<file path="config.mk">
export PLATFORM = sky130hd
export DESIGN_NAME = lru_key_value_cache_top
export DESIGN_NICKNAME = d
export VERILOG_FILES = /design/src/rtl/lkc_pkg.sv /design/src/rtl/lkc_front.sv /design/src/rtl/lkc_back.sv /design/src/rtl/lru_key_value_cache_top.sv
export VERILOG_INCLUDE_DIRS = /design/src /design/src/rtl
export SDC_FILE = /design/constraint.sdc
export NUM_CORES = 2
export LEC_CHECK = 0
export ABC_AREA = 1
export BUFFER_PORTS_ARGS = -buffer_cell sky130_fd_sc_hd__buf_4
export CORE_MARGIN = 5
export CORE_UTILIZATION = 65
export CTS_CLUSTER_SIZE = 28
export DETAILED_ROUTE_END_ITERATION = 8
export HOLD_SLACK_MARGIN = 0.06
export PLACE_DENSITY = 0.78
export REMOVE_ABC_BUFFERS = 1
export SLEW_MARGIN = 40
export SYNTH_ARGS = -nofsm -noshare
export SYNTH_HDL_FRONTEND = slang
export SYNTH_SLANG_ARGS = --single-unit
</file>
<file path="constraint.sdc">
create_clock -name clk -period 13.7 [get_ports clk]
set_input_delay 2.055 -clock clk [delete_from_list [all_inputs] [get_ports clk]]
set_output_delay 2.055 -clock clk [all_outputs]
set_load 0.02 [all_outputs]
</file>
<file path="src/rtl/lru_key_value_cache_top_assert.svh">
// Assertion macros shared by the cache top level.
`ifndef LRU_KEY_VALUE_CACHE_TOP_ASSERT_SVH
`define LRU_KEY_VALUE_CACHE_TOP_ASSERT_SVH

// Checked only while out of reset.
`define LKC_ASSERT(name, prop, msg) \
	name: assert property (@(posedge clk) disable iff (!arst_n) prop) else $error(msg);

// Checked at every edge, reset included.
`define LKC_ASSERT_ALWAYS(name, prop, msg) \
	name: assert property (@(posedge clk) prop) else $error(msg);

`endif

</file>
<file path="src/rtl/lkc_pkg.sv">
package lkc_pkg;

	localparam int ENTRIES    = 16;
	localparam int KEY_BITS   = 31;
	localparam int VALUE_BITS = 32;
	localparam int CAP_BITS   = 5;
	localparam int CAP_RESET  = 16;

	localparam int IDX_BITS  = (ENTRIES > 1) ? $clog2(ENTRIES) : 1;
	localparam int OCC_BITS  = $clog2(ENTRIES + 1);

	localparam int QDEPTH    = 2;
	localparam int QPTR_BITS = (QDEPTH > 1) ? $clog2(QDEPTH) : 1;
	localparam int QCNT_BITS = $clog2(QDEPTH + 1);

	localparam logic OP_GET = 1'b0;
	localparam logic OP_PUT = 1'b1;

	typedef struct packed {
		logic                  is_put;
		logic [KEY_BITS-1:0]   key;
		logic [VALUE_BITS-1:0] value;
	} req_t;

	typedef struct packed {
		logic                busy;
		logic [OCC_BITS-1:0] occ;
		logic [ENTRIES-1:0]  valid;
	} status_t;

	typedef enum logic [1:0] {
		ST_IDLE,
		ST_LOOK,
		ST_UPD
	} eng_state_t;

	// Clamp the capacity register into 1..ENTRIES.
	function automatic logic [OCC_BITS-1:0] eff_capacity(input logic [CAP_BITS-1:0] c);
		logic [OCC_BITS-1:0] r;
		if (c == '0)
			r = OCC_BITS'(1);
		else if (32'(c) > 32'(ENTRIES))
			r = OCC_BITS'(ENTRIES);
		else
			r = OCC_BITS'(c);
		return r;
	endfunction

endpackage

</file>
<file path="src/rtl/lkc_front.sv">
module lkc_front (
	input  logic                         clk,
	input  logic                         arst_n,
	input  logic                         in_valid,
	output logic                         in_stall,
	input  logic                         op,
	input  logic [lkc_pkg::KEY_BITS-1:0]   lookup_key,
	input  logic [lkc_pkg::VALUE_BITS-1:0] write_value,
	output logic                         head_valid,
	output lkc_pkg::req_t                head,
	input  logic                         pop
);

	lkc_pkg::req_t                    queue_q [lkc_pkg::QDEPTH];
	logic [lkc_pkg::QPTR_BITS-1:0]    wr_ptr_q;
	logic [lkc_pkg::QPTR_BITS-1:0]    rd_ptr_q;
	logic [lkc_pkg::QCNT_BITS-1:0]    count_q;
	logic                             push;
	lkc_pkg::req_t                    req_in;

	assign in_stall   = (count_q == lkc_pkg::QCNT_BITS'(lkc_pkg::QDEPTH));
	assign push       = in_valid && !in_stall;
	assign head_valid = (count_q != '0);
	assign head       = queue_q[rd_ptr_q];

	// Classify the request.
	always_comb begin
		req_in.is_put = (op == lkc_pkg::OP_PUT);
		req_in.key    = lookup_key;
		req_in.value  = write_value;
	end

	function automatic logic [lkc_pkg::QPTR_BITS-1:0] ptr_next(
		input logic [lkc_pkg::QPTR_BITS-1:0] p);
		logic [lkc_pkg::QPTR_BITS-1:0] r;
		if (32'(p) == lkc_pkg::QDEPTH - 1)
			r = '0;
		else
			r = p + lkc_pkg::QPTR_BITS'(1);
		return r;
	endfunction

	always_ff @(posedge clk or negedge arst_n) begin
		if (!arst_n) begin
			wr_ptr_q <= '0;
			rd_ptr_q <= '0;
			count_q  <= '0;
		end else begin
			if (push)
				wr_ptr_q <= ptr_next(wr_ptr_q);
			if (pop)
				rd_ptr_q <= ptr_next(rd_ptr_q);
			if (push && !pop)
				count_q <= count_q + lkc_pkg::QCNT_BITS'(1);
			else if (pop && !push)
				count_q <= count_q - lkc_pkg::QCNT_BITS'(1);
		end
	end

	always_ff @(posedge clk) begin
		if (push)
			queue_q[wr_ptr_q] <= req_in;
	end

endmodule

</file>
<file path="src/rtl/lkc_back.sv">
module lkc_back (
	input  logic                            clk,
	input  logic                            arst_n,
	input  logic                            head_valid,
	input  lkc_pkg::req_t                   head,
	output logic                            pop,
	input  logic [lkc_pkg::OCC_BITS-1:0]    eff_cap,
	output logic                            out_valid,
	input  logic                            out_stall,
	output logic                            hit,
	output logic [lkc_pkg::VALUE_BITS-1:0]  read_value,
	output lkc_pkg::status_t                status
);

	localparam int N  = lkc_pkg::ENTRIES;
	localparam int IW = lkc_pkg::IDX_BITS;
	localparam int OW = lkc_pkg::OCC_BITS;

	lkc_pkg::eng_state_t           state_q;
	lkc_pkg::eng_state_t           state_nxt;
	lkc_pkg::req_t                 req_q;

	logic [lkc_pkg::KEY_BITS-1:0]   key_q   [N];
	logic [lkc_pkg::VALUE_BITS-1:0] val_q   [N];
	logic [IW-1:0]                  rank_q  [N];
	logic [N-1:0]                   valid_q;
	logic [OW-1:0]                  occ_q;

	// Lookup results, held for the update cycle.
	logic                          match_q;
	logic [IW-1:0]                 hit_idx_q;
	logic [IW-1:0]                 hit_rank_q;
	logic                          evict_q;
	logic [IW-1:0]                 evict_idx_q;
	logic [IW-1:0]                 slot_q;

	logic                          out_valid_q;
	logic                          hit_q;
	logic [lkc_pkg::VALUE_BITS-1:0] read_value_q;

	logic [N-1:0]  match_vec;
	logic [N-1:0]  evict_vec;
	logic [N-1:0]  free_vec;
	logic          match_any;
	logic [IW-1:0] match_idx;
	logic          evict_need;
	logic [IW-1:0] evict_idx;
	logic [IW-1:0] slot_idx;
	logic          out_free;
	logic          upd_fire;

	function automatic logic [IW-1:0] first_set(input logic [N-1:0] v);
		logic [IW-1:0] r;
		r = '0;
		for (int i = N - 1; i >= 0; i--)
			if (v[i])
				r = IW'(i);
		return r;
	endfunction

	assign out_free = !out_valid_q || !out_stall;

	// Parallel tag compare and victim / free slot search.
	always_comb begin
		for (int i = 0; i < N; i++) begin
			match_vec[i] = valid_q[i] && (key_q[i] == req_q.key);
			evict_vec[i] = valid_q[i] && (OW'(rank_q[i]) == occ_q - OW'(1));
		end
		match_any  = |match_vec;
		match_idx  = first_set(match_vec);
		evict_need = !match_any && req_q.is_put && (occ_q >= eff_cap);
		evict_idx  = first_set(evict_vec);
		free_vec   = ~valid_q;
		if (evict_need)
			free_vec[evict_idx] = 1'b1;
		slot_idx   = first_set(free_vec);
	end

	always_comb begin
		state_nxt = state_q;
		case (state_q)
			lkc_pkg::ST_IDLE: begin
				if (head_valid)
					state_nxt = lkc_pkg::ST_LOOK;
			end
			lkc_pkg::ST_LOOK: state_nxt = lkc_pkg::ST_UPD;
			lkc_pkg::ST_UPD: begin
				if (out_free)
					state_nxt = lkc_pkg::ST_IDLE;
			end
			default: state_nxt = lkc_pkg::ST_IDLE;
		endcase
	end

	always_comb begin
		pop      = 1'b0;
		upd_fire = 1'b0;
		case (state_q)
			lkc_pkg::ST_IDLE: pop      = head_valid;
			lkc_pkg::ST_UPD:  upd_fire = out_free;
			default: begin
				pop      = 1'b0;
				upd_fire = 1'b0;
			end
		endcase
	end

	always_ff @(posedge clk or negedge arst_n) begin
		if (!arst_n) begin
			state_q     <= lkc_pkg::ST_IDLE;
			valid_q     <= '0;
			occ_q       <= '0;
			out_valid_q <= 1'b0;
			for (int i = 0; i < N; i++)
				rank_q[i] <= '0;
		end else begin
			state_q <= state_nxt;
			if (upd_fire)
				out_valid_q <= 1'b1;
			else if (!out_stall)
				out_valid_q <= 1'b0;
			if (upd_fire && match_q) begin
				// Promote the hit entry; anything more recent moves back one.
				for (int i = 0; i < N; i++)
					if (valid_q[i] && rank_q[i] < hit_rank_q)
						rank_q[i] <= rank_q[i] + IW'(1);
				rank_q[hit_idx_q] <= '0;
			end else if (upd_fire && req_q.is_put) begin
				for (int i = 0; i < N; i++) begin
					if (IW'(i) == slot_q) begin
						valid_q[i] <= 1'b1;
						rank_q[i]  <= '0;
					end else if (evict_q && IW'(i) == evict_idx_q) begin
						valid_q[i] <= 1'b0;
						rank_q[i]  <= '0;
					end else if (valid_q[i]) begin
						rank_q[i] <= rank_q[i] + IW'(1);
					end
				end
				if (!evict_q)
					occ_q <= occ_q + OW'(1);
			end
		end
	end

	always_ff @(posedge clk) begin
		if (pop)
			req_q <= head;
		if (state_q == lkc_pkg::ST_LOOK) begin
			match_q     <= match_any;
			hit_idx_q   <= match_idx;
			hit_rank_q  <= rank_q[match_idx];
			evict_q     <= evict_need;
			evict_idx_q <= evict_idx;
			slot_q      <= slot_idx;
		end
		if (upd_fire) begin
			hit_q <= match_q;
			if (match_q && !req_q.is_put)
				read_value_q <= val_q[hit_idx_q];
			else
				read_value_q <= '1;
			if (match_q && req_q.is_put)
				val_q[hit_idx_q] <= req_q.value;
			else if (req_q.is_put) begin
				key_q[slot_q] <= req_q.key;
				val_q[slot_q] <= req_q.value;
			end
		end
	end

	assign out_valid  = out_valid_q;
	assign hit        = hit_q;
	assign read_value = read_value_q;

	always_comb begin
		status.busy  = (state_q != lkc_pkg::ST_IDLE);
		status.occ   = occ_q;
		status.valid = valid_q;
	end

endmodule

</file>
<file path="src/rtl/lru_key_value_cache_top.sv">
// Channel   Direction  Handshake           Payload
// request   in         in_valid/in_stall   op, lookup_key, write_value
// response  out        out_valid/out_stall hit, read_value
// config    in         cfg_valid/cfg_ready cfg_data (capacity)
//
// Each request passes through the engine's dequeue, tag compare and table update states;
// the update state waits while the response register is full and stalled.
// A 2-deep request queue lets the request side keep moving while the engine works.
// arst_n clears the valid bits, recency ranks, occupancy and queue; capacity resets to 16.
// Keys and values hold garbage until written and are only read behind a valid bit.
`include "lru_key_value_cache_top_assert.svh"

module lru_key_value_cache_top (
	input  logic                              clk,
	input  logic                              arst_n,
	// request channel
	input  logic                              in_valid,
	output logic                              in_stall,
	input  logic                              op,
	input  logic [lkc_pkg::KEY_BITS-1:0]      lookup_key,
	input  logic [lkc_pkg::VALUE_BITS-1:0]    write_value,
	// response channel
	output logic                              out_valid,
	input  logic                              out_stall,
	output logic                              hit,
	output logic [lkc_pkg::VALUE_BITS-1:0]    read_value,
	// configuration channel
	input  logic                              cfg_valid,
	output logic                              cfg_ready,
	input  logic [lkc_pkg::CAP_BITS-1:0]      cfg_data
);

	logic [lkc_pkg::CAP_BITS-1:0] capacity_q;
	logic [lkc_pkg::OCC_BITS-1:0] eff_cap;
	logic                         head_valid;
	lkc_pkg::req_t                head;
	logic                         pop;
	lkc_pkg::status_t             status;

	// The user must write capacity only while idle; the block does not enforce it, so always take the transaction.
	assign cfg_ready = 1'b1;

	always_ff @(posedge clk or negedge arst_n) begin
		if (!arst_n)
			capacity_q <= lkc_pkg::CAP_BITS'(lkc_pkg::CAP_RESET);
		else if (cfg_valid && cfg_ready)
			capacity_q <= cfg_data;
	end

	// Clamp into 1..ENTRIES before the engine sees it.
	assign eff_cap = lkc_pkg::eff_capacity(capacity_q);

	// Front: accept, classify and queue requests.
	lkc_front u_front (
		.clk         (clk),
		.arst_n      (arst_n),
		.in_valid    (in_valid),
		.in_stall    (in_stall),
		.op          (op),
		.lookup_key  (lookup_key),
		.write_value (write_value),
		.head_valid  (head_valid),
		.head        (head),
		.pop         (pop)
	);

	// Back: lookup, LRU update and response register.
	lkc_back u_back (
		.clk        (clk),
		.arst_n     (arst_n),
		.head_valid (head_valid),
		.head       (head),
		.pop        (pop),
		.eff_cap    (eff_cap),
		.out_valid  (out_valid),
		.out_stall  (out_stall),
		.hit        (hit),
		.read_value (read_value),
		.status     (status)
	);

	// Drop a dequeue only on a non-empty queue.
	`LKC_ASSERT(a_pop_nonempty, pop |-> head_valid, "dequeue from empty request queue")
	// Hold the engine busy after taking a transaction.
	`LKC_ASSERT(a_pop_busy, pop |=> status.busy, "engine idle after dequeue")
	// Keep occupancy in step with the valid bits.
	`LKC_ASSERT(a_occ_count, $countones(status.valid) == 32'(status.occ), "occupancy does not match valid entries")
	// Bound occupancy by the table size.
	`LKC_ASSERT(a_occ_bound, 32'(status.occ) <= lkc_pkg::ENTRIES, "occupancy overflow")

endmodule
</file>
==> flow_summary_export.csv <==
group,metric,value,unit
run_status,result_of_the_run,"complete, no violations",
die,boundaryPins,110,
die,start_util,65.55,%
die,coreArea,86890,um^2
power,ratio_of_total_power_to_cell_area,226.8,nW/um^2
detailed_routing,post_drt_via_cell_ratio,6.653,
hold_path,timing.hold.worst.start,"u_front.queue_q[0][56]",
final_layout,fraction_of_layout_cells_with_a_size_suffix_above_1,10.88,%
clocking,clock_path_buffers,3,
logic_synthesis,syn-instance-count,4485,
die,die_w,306.0,um
placed_design,dp.cells,5670,
sta,clock-skew-final,0.02678,ns
detailed_routing,route.detailed.drc,0,
detailed_routing,drt-initial-drc-count,5830,
hold_path,whs_endpoint,"u_back.req_q[56]",
die,die_height,306.0,um
setup_path,worst-path-max-fanout,25,
grt,first_global_vias,38260,
detailed_routing,avgRoutedWirePerCell,26.79,um
final_layout,layout.cells.most_common_list,"sky130_fd_sc_hd__edfxtp_1, sky130_fd_sc_hd__nand2_1, sky130_fd_sc_hd__a22oi_1",
setup_path,r2r_slack,8.98,ns
final_layout,final_area,64000,um^2
logic_synthesis,number_of_enable_flip_flop_cells_after_synthesis,1251,
hold_path,min_path_type,"register to register",
sta,timing.final.setup_violations,0,
placed_design,placed_area,59790,um^2
sta,timing.slew.headroom,39.66,%
clocking,cts.reportedPaths.clkPinSlew,0.06,ns
detailed_routing,antenna_left,0,
setup_path,timing.rr.start,"u_back.req_q[40]",
final_layout,utilization,73.66,%
logic_synthesis,avgSynthCellArea,12.70,um^2
power,total_leakage_power,23.00,nW
logic_synthesis,synth.largest_area_cell,"sky130_fd_sc_hd__edfxtp_1",
sta,timing.final.max_slew_violations,0,
setup_path,timing.critical_path.to_type,"register",
setup_path,critical_path.cell_chain,"buf_4 > nand2_1 > nand2_1 > nor2_1 > inv_1 > nor2_1 > buf_4 > clkinv_1 > buf_4 > o21ai_0 > nand3_1 > nor2_4 > buf_16",
clocking,clock_latency,0.74,ns
detailed_routing,dr.pass1.iters,6,
placed_design,gp_congestion,0.9429,
logic_synthesis,number_of_warnings_reported_in_the_yosys_synthesis_log,0,
sta,fin_crit_sh,36.41,%
logic_synthesis,synth.ff_latch_count,1348,
detailed_routing,met1_length,55170,um
placed_design,post-dp-hpwl,94360,um
logic_synthesis,synth-main-ff-cell,"sky130_fd_sc_hd__edfxtp_1",
die,floorplan.die_area,93650,um^2
die,floorplan.rows,108,
placed_design,io_buf_count,108,
clocking,cts_inserted_buffers,135,
detailed_routing,met3_wirelength,19930,um
sta,finalWorstPathRequiredPeriod,4.988,ns
clocking,cts_post_setup_buffers_inserted,0,
hold_path,worst_hold_path.num_cells,2,
grt,grt_max_degree,81,
grt,grt_first_pass_wirelength,233400,um
grt,global_route.usage.total,33.13,%
grt,antenna_violations_before_repair,2,
sta,worst_slew_pin_slew,0.8995,ns
sta,setup_tns,0,ns
logic_synthesis,asyncSetResetFlopFracSynth,7.196,%
setup_path,path_common_cell,"sky130_fd_sc_hd__buf_4",
clocking,root_buf_cell,"sky130_fd_sc_hd__clkbuf_16",
logic_synthesis,summed_instance_area_of_the_synthesized_netlist,56960,um^2
power,irDropWorstVdd,0.2135,mV
detailed_routing,topRoutingLayerUsed,"met5",
final_layout,layout_stage_area_growth_over_the_synthesis_result,12.37,%
detailed_routing,totalWireLength,158300,um
setup_path,crit_type,"input port to register",
setup_path,cpMaxStageDelayCell,"sky130_fd_sc_hd__nor2_4",
clocking,cts_max_level,4,
detailed_routing,dr_wl_met2,75100,um
setup_path,max_stage_delay,0.65,ns
final_layout,layout.cells.non_filler,5910,
detailed_routing,vias,39320,
setup_path,worst-r2r-cell-count,29,
sta,report.final.hold_viol_count,0,
sta,max_clock_freq,200.5,MHz
final_layout,mostFrequentLayoutCell,"sky130_fd_sc_hd__edfxtp_1",
final_layout,layout.filler_cells,5312,
setup_path,cp_data_required_time,14.13,ns
logic_synthesis,fraction_of_the_yosys_area_taken_by_sequential_cells,70.22,%
setup_path,rr_endpoint,"u_back.slot_q[0]",
grt,global_route.overflow_total,0,
logic_synthesis,synth_cell_types,59,
sta,fin_ws,8.712,ns
clocking,cts_tree,"yes",
setup_path,cp.arrival,5.42,ns
sta,rsz0062_at_grt,"no",
run,max-cap-violations,0,
clocking,cts.hold.buffers_added,0,
placed_design,pre_cts_slack,8.139,ns
clocking,clock_sinks,1348,
setup_path,worst_setup_path_start_kind,"input port",
clocking,post_cts_resize_count,0,
final_layout,finish.net_count,4799,
logic_synthesis,synth.area.top_cells,"sky130_fd_sc_hd__edfxtp_1, sky130_fd_sc_hd__nand2_1, sky130_fd_sc_hd__dfrtp_1",
logic_synthesis,yosysTopAreaCellShare,65.95,%
-- critical path: cells and delay by family --
family / cells / cell delay (ns)
AOI/OAI and AO/OA: 1 / 0.33
and+or+nand+nor: 6 / 1.93
buffers and inverters: 6 / 1.06
-- layer usage --
layer	GRT usage, %	up-vias
met1	43.62	18910
li1	-	16880
met5	0	-
met2	53.70	2927
met4	14.83	2
met3	7.559	599
-- final cells by class --
| type | count | area [um^2] | area share [%] |
|---|---|---|---|
| sequential | 1348 | 40000 | 62.49 |
| timing repair buffer | 218 | 2047 | 3.198 |
| inverter | 279 | 1051 | 1.642 |
| multi-input combinational | 2671 | 15280 | 23.87 |
| clock inverter | 64 | 556.8 | 0.8699 |
| tap | 1155 | 1445 | 2.258 |
| antenna | 2 | 5.005 | 0.007820 |
| clock buffer | 173 | 3626 | 5.665 |
-- cells in the mapped netlist (all sizes together), types with 2 or more instances --
cell and n:
a32o 3, a211oi 55, o22ai 104, o21bai 2, dfrtp 96, ha 72, o211ai 29, nand4 37
a22o 42, xnor2 46, o221ai 5, nand2 874, a221oi 30, o21a 12, nor3 29, edfxtp 1251
a22oi 261, a2111oi 5, a21oi 177, nand3 92, o2111ai 6, a21o 2, and2 2, o21ai 248
o31ai 3, inv 278, nor4 79, buf 87, mux2i 5, clkbuf 100, nor2 244, or2 18
and3 4, xor2 155, a31oi 15, a21boi 6, nand3b 5
-- power breakdown --
part           internal (mW)  total (mW)  switching [mW]
Clock                   2.01        3.54            1.53
Combinational           1.31        4.84            3.53
Sequential              5.53        6.13           0.605
-- per-stage QoR --
step	hold WS (ns)	power (mW)
after floorplan	0.4507	8.773
after global placement	0.4888	10.63
after detailed placement	0.4952	10.80
after CTS	0.5118	14.34
after global routing	0.5260	15.05
final	0.5133	14.51
-- cell families (layout without fill, tap and decap cells) --
kind of cell	after synthesis	in the layout	synth area share, %
XOR/XNOR	201	201	3.091
adder cells (fa/ha/maj)	72	72	1.582
flip-flops	1348	1348	70.22
other	1	3	0.006584
multiplexers	5	5	0.08787
AND/OR/NAND/NOR	1385	1385	10.19
AO/OA/AOI/OAI	1007	1007	11.38
buffers and inverters	466	734	3.444
-- how the worst max path moves through the flow --
stage | startpoint | endpoint | slack [ns] | depth (start not counted)
floorplan | out_stall | u_back.key_q[10][0] | 7.24 | 7
global placement | out_stall | u_back.val_q[2][4] | 7.97 | 12
detailed placement | out_stall | u_back.val_q[5][30] | 8.14 | 13
CTS | out_stall | u_back.val_q[5][8] | 8.88 | 13
global route | out_stall | u_back.val_q[6][19] | 8.54 | 13
finish | out_stall | u_back.val_q[6][4] | 8.71 | 13
-- sequential cells by signal, summed over array words and instances, names as in the netlist --
signal              flops
u_back.state_q          2
u_front.count_q         2
u_front.queue_q       128
u_back.key_q          496
u_back.slot_q           4
u_back.occ_q            5
u_front.wr_ptr_q        1
u_back.hit_rank_q       4
u_back.valid_q         16
u_back.match_q          1
u_front.rd_ptr_q        1
u_back.req_q           64
u_back.hit_idx_q        4
u_back.val_q          512
u_back.evict_idx_q      4
capacity_q              5
u_back.read_value      32
u_back.hit              1
u_back.out_valid        1
u_back.rank_q          64
u_back.evict_q          1
Note: power is estimated with default switching activity, not from simulation.
